==> config.mk <==
export PLATFORM = sky130hd
export DESIGN_NAME = ttl_aging_ring_buffer
export DESIGN_NICKNAME = d
export VERILOG_FILES = /design/src/design/tarb_pkg.sv /design/src/design/ttl_aging_ring_buffer.sv
export SDC_FILE = /design/constraint.sdc
export NUM_CORES = 2
export LEC_CHECK = 0
export BUFFER_PORTS_ARGS = -buffer_cell sky130_fd_sc_hd__buf_2
export CAP_MARGIN = 30
export CORE_MARGIN = 2
export CORE_UTILIZATION = 30
export DETAILED_ROUTE_END_ITERATION = 16
export HOLD_SLACK_MARGIN = 0.03
export SETUP_SLACK_MARGIN = 0.4
export SYNTH_ARGS = -nofsm -noshare
export SYNTH_HDL_FRONTEND = slang
export SYNTH_SLANG_ARGS = --single-unit
==> constraint.sdc <==
create_clock -name clk -period 17.09 [get_ports clk]
set_clock_uncertainty 0.15 [all_clocks]
set_input_delay 0.8545 -clock clk [delete_from_list [all_inputs] [get_ports clk]]
set_output_delay 0.8545 -clock clk [all_outputs]
set_load 0.01 [all_outputs]
==> src/design/tarb_pkg.sv <==
// Types and constants for the TTL aging ring buffer.
// No dependencies; used by the top level and its checker.
package tarb_pkg;

  localparam int          DEPTH_DEF    = 64;
  localparam logic [15:0] MAX_LIFE_RST = 16'd4096;
  localparam logic [5:0]  COUNT_MAX    = 6'd63;

  localparam logic FUNC_ADD  = 1'b0;
  localparam logic FUNC_TICK = 1'b1;

  typedef struct packed {
    logic               func;
    logic signed [15:0] pos_x;
    logic signed [15:0] pos_y;
    logic        [15:0] step_time;
  } in_req_t;

  typedef struct packed {
    logic [5:0] live_count;
    logic       is_empty;
    logic [5:0] expired_count;
  } out_rsp_t;

  typedef enum logic [1:0] {
    ST_IDLE,
    ST_WALK,
    ST_HOLD
  } tarb_state_t;

endpackage

==> src/design/ttl_aging_ring_buffer.sv <==
// TTL aging ring buffer top level: point store, life store and walk sequencer.
// Depends on tarb_pkg.
//
// Points are added at the head with life max_life; a tick walks the live entries
// oldest to newest through one shared compare/subtract unit, expiring entries whose
// life is at or below the step and aging the rest. An add request and a tick on an
// empty buffer finish in the accept cycle. A tick over the live entries issues the first
// read of the life store in the accept cycle, walks the entries in turn (a single
// read and a single write port of the life store), then posts the result. The input
// is stalled while a tick walks or waits to post its result, or while the result
// register is full and stalled. The stores need no clearing after reset.
module ttl_aging_ring_buffer
  import tarb_pkg::*;
#(
  parameter int DEPTH = DEPTH_DEF
) (
  input  logic        clk,
  input  logic        rst_n,
  input  logic        in_valid,
  output logic        in_stall,
  input  in_req_t     in_data,
  output logic        out_valid,
  input  logic        out_stall,
  output out_rsp_t    out_data,
  input  logic        cfg_valid,
  output logic        cfg_ready,
  input  logic [15:0] cfg_data
);

  localparam int IW = $clog2(DEPTH);
  localparam int CW = ((IW > 6) ? IW : 6) + 1;

  logic [15:0] life_mem [DEPTH];
  logic [31:0] pos_mem  [DEPTH];

  tarb_state_t state_r, state_nxt;
  logic [IW-1:0] head_r, head_nxt;
  logic [IW-1:0] tail_r, tail_nxt;
  logic [IW-1:0] cur_r, cur_nxt;
  logic [IW-1:0] exp_r, exp_nxt;
  logic          empty_r, empty_nxt;
  logic [15:0]   step_r, step_nxt;
  logic [15:0]   max_life_r;
  logic [15:0]   life_q_r;

  logic          out_valid_r;
  out_rsp_t      out_data_r;

  logic [IW-1:0] rd_addr;
  logic          we;
  logic          pos_we;
  logic [IW-1:0] waddr;
  logic [15:0]   wdata;
  logic          load_out;
  logic          out_free;
  logic          in_acc;
  logic [IW-1:0] idx_inc;
  logic [IW-1:0] span;
  logic [CW-1:0] live_w;
  logic [CW-1:0] exp_w;
  out_rsp_t      rsp;

  function automatic logic [IW-1:0] wrap_inc(input logic [IW-1:0] i);
    if (i == IW'(DEPTH - 1)) return '0;
    return i + 1'b1;
  endfunction

  assign out_free  = !out_valid_r || !out_stall;
  assign in_stall  = !((state_r == ST_IDLE) && out_free);
  assign in_acc    = in_valid && !in_stall;
  assign cfg_ready = 1'b1;
  assign out_valid = out_valid_r;
  assign out_data  = out_data_r;
  assign idx_inc   = wrap_inc(cur_r);

  always_comb begin
    state_nxt = state_r;
    head_nxt  = head_r;
    tail_nxt  = tail_r;
    cur_nxt   = cur_r;
    exp_nxt   = exp_r;
    empty_nxt = empty_r;
    step_nxt  = step_r;
    rd_addr   = tail_r;
    we        = 1'b0;
    pos_we    = 1'b0;
    waddr     = head_r;
    wdata     = max_life_r;
    load_out  = 1'b0;
    unique case (state_r)
      ST_IDLE: begin
        if (in_acc) begin
          exp_nxt = '0;
          if (in_data.func == FUNC_ADD) begin
            we        = 1'b1;
            pos_we    = 1'b1;
            head_nxt  = wrap_inc(head_r);
            if (wrap_inc(head_r) == tail_r) tail_nxt = wrap_inc(tail_r);
            empty_nxt = 1'b0;
            load_out  = 1'b1;
          end else if (empty_r) begin
            load_out = 1'b1;
          end else begin
            step_nxt  = in_data.step_time;
            cur_nxt   = tail_r;
            state_nxt = ST_WALK;
          end
        end
      end
      ST_WALK: begin
        we    = 1'b1;
        waddr = cur_r;
        if (life_q_r <= step_r) begin
          wdata    = '0;
          tail_nxt = wrap_inc(tail_r);
          exp_nxt  = exp_r + 1'b1;
        end else begin
          wdata = life_q_r - step_r;
        end
        if (idx_inc == head_r) begin
          empty_nxt = (tail_nxt == head_r);
          state_nxt = ST_HOLD;
        end else begin
          cur_nxt = idx_inc;
          rd_addr = idx_inc;
        end
      end
      ST_HOLD: begin
        if (out_free) begin
          load_out  = 1'b1;
          state_nxt = ST_IDLE;
        end
      end
      default: state_nxt = ST_IDLE;
    endcase
  end

  // result from the state as it stands after this cycle
  always_comb begin
    if (head_nxt >= tail_nxt) span = head_nxt - tail_nxt;
    else span = IW'({1'b0, head_nxt} + (IW + 1)'(DEPTH) - {1'b0, tail_nxt});
    live_w = empty_nxt ? '0 : CW'(span);
    exp_w  = CW'(exp_nxt);
    rsp.live_count    = (live_w > CW'(COUNT_MAX)) ? COUNT_MAX : live_w[5:0];
    rsp.is_empty      = empty_nxt;
    rsp.expired_count = (exp_w > CW'(COUNT_MAX)) ? COUNT_MAX : exp_w[5:0];
  end

  always_ff @(posedge clk) begin
    if (!rst_n) begin
      state_r     <= ST_IDLE;
      head_r      <= '0;
      tail_r      <= '0;
      empty_r     <= 1'b1;
      exp_r       <= '0;
      cur_r       <= '0;
      max_life_r  <= MAX_LIFE_RST;
      out_valid_r <= 1'b0;
    end else begin
      state_r <= state_nxt;
      head_r  <= head_nxt;
      tail_r  <= tail_nxt;
      empty_r <= empty_nxt;
      exp_r   <= exp_nxt;
      cur_r   <= cur_nxt;
      if (cfg_valid && cfg_ready) max_life_r <= cfg_data;
      if (load_out) out_valid_r <= 1'b1;
      else if (out_valid_r && !out_stall) out_valid_r <= 1'b0;
    end
  end

  always_ff @(posedge clk) begin
    step_r <= step_nxt;
    if (load_out) out_data_r <= rsp;
  end

  always_ff @(posedge clk) begin
    if (we) life_mem[waddr] <= wdata;
    life_q_r <= life_mem[rd_addr];
  end

  always_ff @(posedge clk) begin
    if (pos_we) pos_mem[head_r] <= {in_data.pos_y, in_data.pos_x};
  end

endmodule

==> run metrics <==
status completed; syn_area_per_cell 14.1 um^2; Sink Count 1113; Hold Fails Final Rpt 0; Initial Util 30.3%; CTS tree built; port bufs 52; Filler cells 14100; WP data required 17.47 ns; Synth Net Count 3281; Synth Instances 3185; diodes inserted 0; Post-Synthesis Cell Area 44800 um^2; Syn-to-layout area delta 14.6%; max_slew headroom 29.7%; Commonest cells post-synth edfxtp_1, nand2_1, a21oi_1; met2 Resource Use GR 23.5%; crit path kind register to register; setup tns final 0 ns; DRT Wirelength 114 mm; clk root buf clkbuf_16; Final HPWL DP 63.0 mm; met3 Use GR 2.27%; CTS clock-pin slew for the worst setup and hold paths 0.07 ns; asr flop ratio synth 0%; worst hold-check path type input port to register; vias in the first global route 25100; measured slew at the worst slew-check pin 1.04 ns; global route overflow 0; cts hold-fix bufs 0; WP buf/inv 3; # DRC 0; met1 Resource Use GR 20.6%; H-tree Lvls 3; Main synth FF type edfxtp_1; grt peak-use layer met2; CP arrival 6.92 ns; EDFF count, synth 1053; setup bufs post-CTS 0; Final Util 34.7%; worst reg2reg setup slack 10.54 ns; full die area 152000 um^2; gpl congestion 0.816; initial antenna violation count 2; Critical-path top delay cell buf_4; Final setup violation count 0; vias 26500; die height 390 um; worst-path cell chain ha_1 -> nand3_1 -> a311oi_4 -> xnor2_1 -> o41ai_4 -> o2bb2ai_4 -> buf_12 -> buf_4 -> buf_4 -> mux2i_1 -> o22ai_1 -> or4_1 -> nor4_1 -> nor4_1; delay-heaviest family, CP buffers and inverters; crit path capture type register; Max VDD drop 0.0940 mV; max-cap viol count 0; largest net degree at the start of global routing 140; post-synthesis sequential area ratio 73.3%; first-pass GRT wire length 167 mm; synth warn 0; Worst-Skew Late Latency 0.71 ns; io pins 86; top cell type's share of synthesized area 70.7%; Final nets 3388; First-pass DRT Iterations 5; Max Root-Sink Buffers 3; Num CTS Buffers 113; fin. max-slew vios 0; Via density 4.99; Period minus WS final 6.55 ns; slowest stage delay, CP 0.79 ns; final period utilization 38.3%; Lkg Pwr 16.5 nW; most common cell in the netlist edfxtp_1; crit start category register; Multi-input gate area 11200 um^2; DR WL/cell 21.5 um; Resized cells post-CTS 0; top cells by area, synth edfxtp_1, mux2i_1, nand2_1; cell taking the most area after synthesis edfxtp_1; 1st-iter DRT viols 2735; sequential cell area 32800 um^2; share of layout cells above drive strength 1 10.8%; pwr/cell area 110 nW/um^2; Die Wd 390 um; fmax 0.153 GHz; unrepaired setup endpoints after global routing no; Yosys reg bits 1113; antenna-violating nets left 0; crit-path max FO 137; row count 141; post-synth cell types 70; Tot GR Track Use 14.6%; Core Area 148000 um^2
-- cell families (layout without fill, tap and decap cells) --
| logic type | count (synthesis) | after routing | share of synthesized area (%) |
|---|---|---|---|
| muxes | 263 | 263 | 5.89 |
| buffers and inverters | 210 | 405 | 2.21 |
| other | 1 | 1 | 0.00838 |
| xor gates and xnor gates | 42 | 42 | 0.839 |
| AOI/OAI and AO/OA | 537 | 537 | 7.07 |
| adders and majority gates | 27 | 27 | 0.783 |
| DFF | 1113 | 1113 | 73.3 |
| and+or+nand+nor | 992 | 992 | 9.87 |
-- path summary, 6_finish.rpt --
| path | cells past startpoint | end | from |
|---|---|---|---|
| max | 14 | life_q_r[7]$_DFF_P_ | cur_r[0]$_SDFFE_PN0P_ |
| min | 1 | step_r[9]$_DFFE_PP_ | in_data[9] |
| max reg2reg | 14 | life_q_r[7]$_DFF_P_ | cur_r[0]$_SDFFE_PN0P_ |
| min reg2reg | 2 | max_life_r[12]$_SDFFE_PN1P_ | max_life_r[12]$_SDFFE_PN1P_ |
-- per-layer routing --
metal / vias up / wire length, um / part of all wire [%]
li1: 12200 / - / -
met1: 13200 / 50100 / 44
met2: 957 / 53400 / 47
met3: 154 / 8300 / 7.3
met4: 2 / 2230 / 2.0
met5: - / 13 / 0.011
-- placed cells by master (no fill, tap or decap), types with 7 or more instances in the layout --
master and count:
edfxtp_1 1053, nand3_1 14, clkinv_2 11, nand2_1 625, o21ai_0 50, ha_1 24
nor2_1 120, a21oi_1 299, a21o_1 11, xor2_1 16, dfxtp_1 60, and2_1 19
nand2b_1 10, inv_1 32, or4_1 65, nand4_1 7, o22ai_1 113, mux2i_1 262
clkbuf_16 115, buf_2 55, nor4_1 84, buf_4 107, clkinv_1 28, nor3_1 11
xnor2_1 25, clkbuf_1 27, o21ai_4 8, clkinvlp_4 8
-- sequential cells by signal (all words and copies together), names as in the netlist, 6 cells and up --
| name | flops |
|---|---|
| cur_r | 6 |
| exp_r | 6 |
| head_r | 6 |
| life_mem | 1024 |
| life_q_r | 16 |
| max_life_r | 16 |
| out_data | 13 |
| step_r | 16 |
| tail_r | 6 |
-- area by class of cell --
| class | instances | area share (%) |
|---|---|---|
| clock buffers | 145 | 5.89 |
| clock inverters | 58 | 0.881 |
| repair buffers | 170 | 2.41 |
| flip-flops and latches | 1113 | 64.0 |
| inverters | 32 | 0.234 |
| well taps | 1930 | 4.71 |
| multi-input cells | 1862 | 21.9 |
-- where the power goes --
part | internal, mW | leakage [nW] | switching (mW) | total [mW]
Combinational | 0.0705 | 4.68 | 0.187 | 0.257
Sequential | 3.02 | 10.2 | 0.0130 | 3.03
Clock | 1.32 | 1.67 | 1.02 | 2.33
-- stage by stage --
| stage | cells | hold WS (ns) | instance area (um^2) | setup WS (ns) | power, mW |
|---|---|---|---|---|---|
| finish | 5310 | 0.176 | 51300 | 10.54 | 5.62 |
| global route | 5310 | 0.154 | 51300 | 10.12 | 5.78 |
| CTS | 5309 | 0.131 | 51300 | 10.52 | 5.66 |
| detailed placement | 5106 | 0.313 | 47800 | 10.53 | 3.35 |
| global placement | 5100 | 0.313 | 47700 | 10.56 | 3.34 |
| floorplan | 3185 | 0.291 | 44800 | 10.10 | 3.23 |
Power figures use the tool's default switching activity.
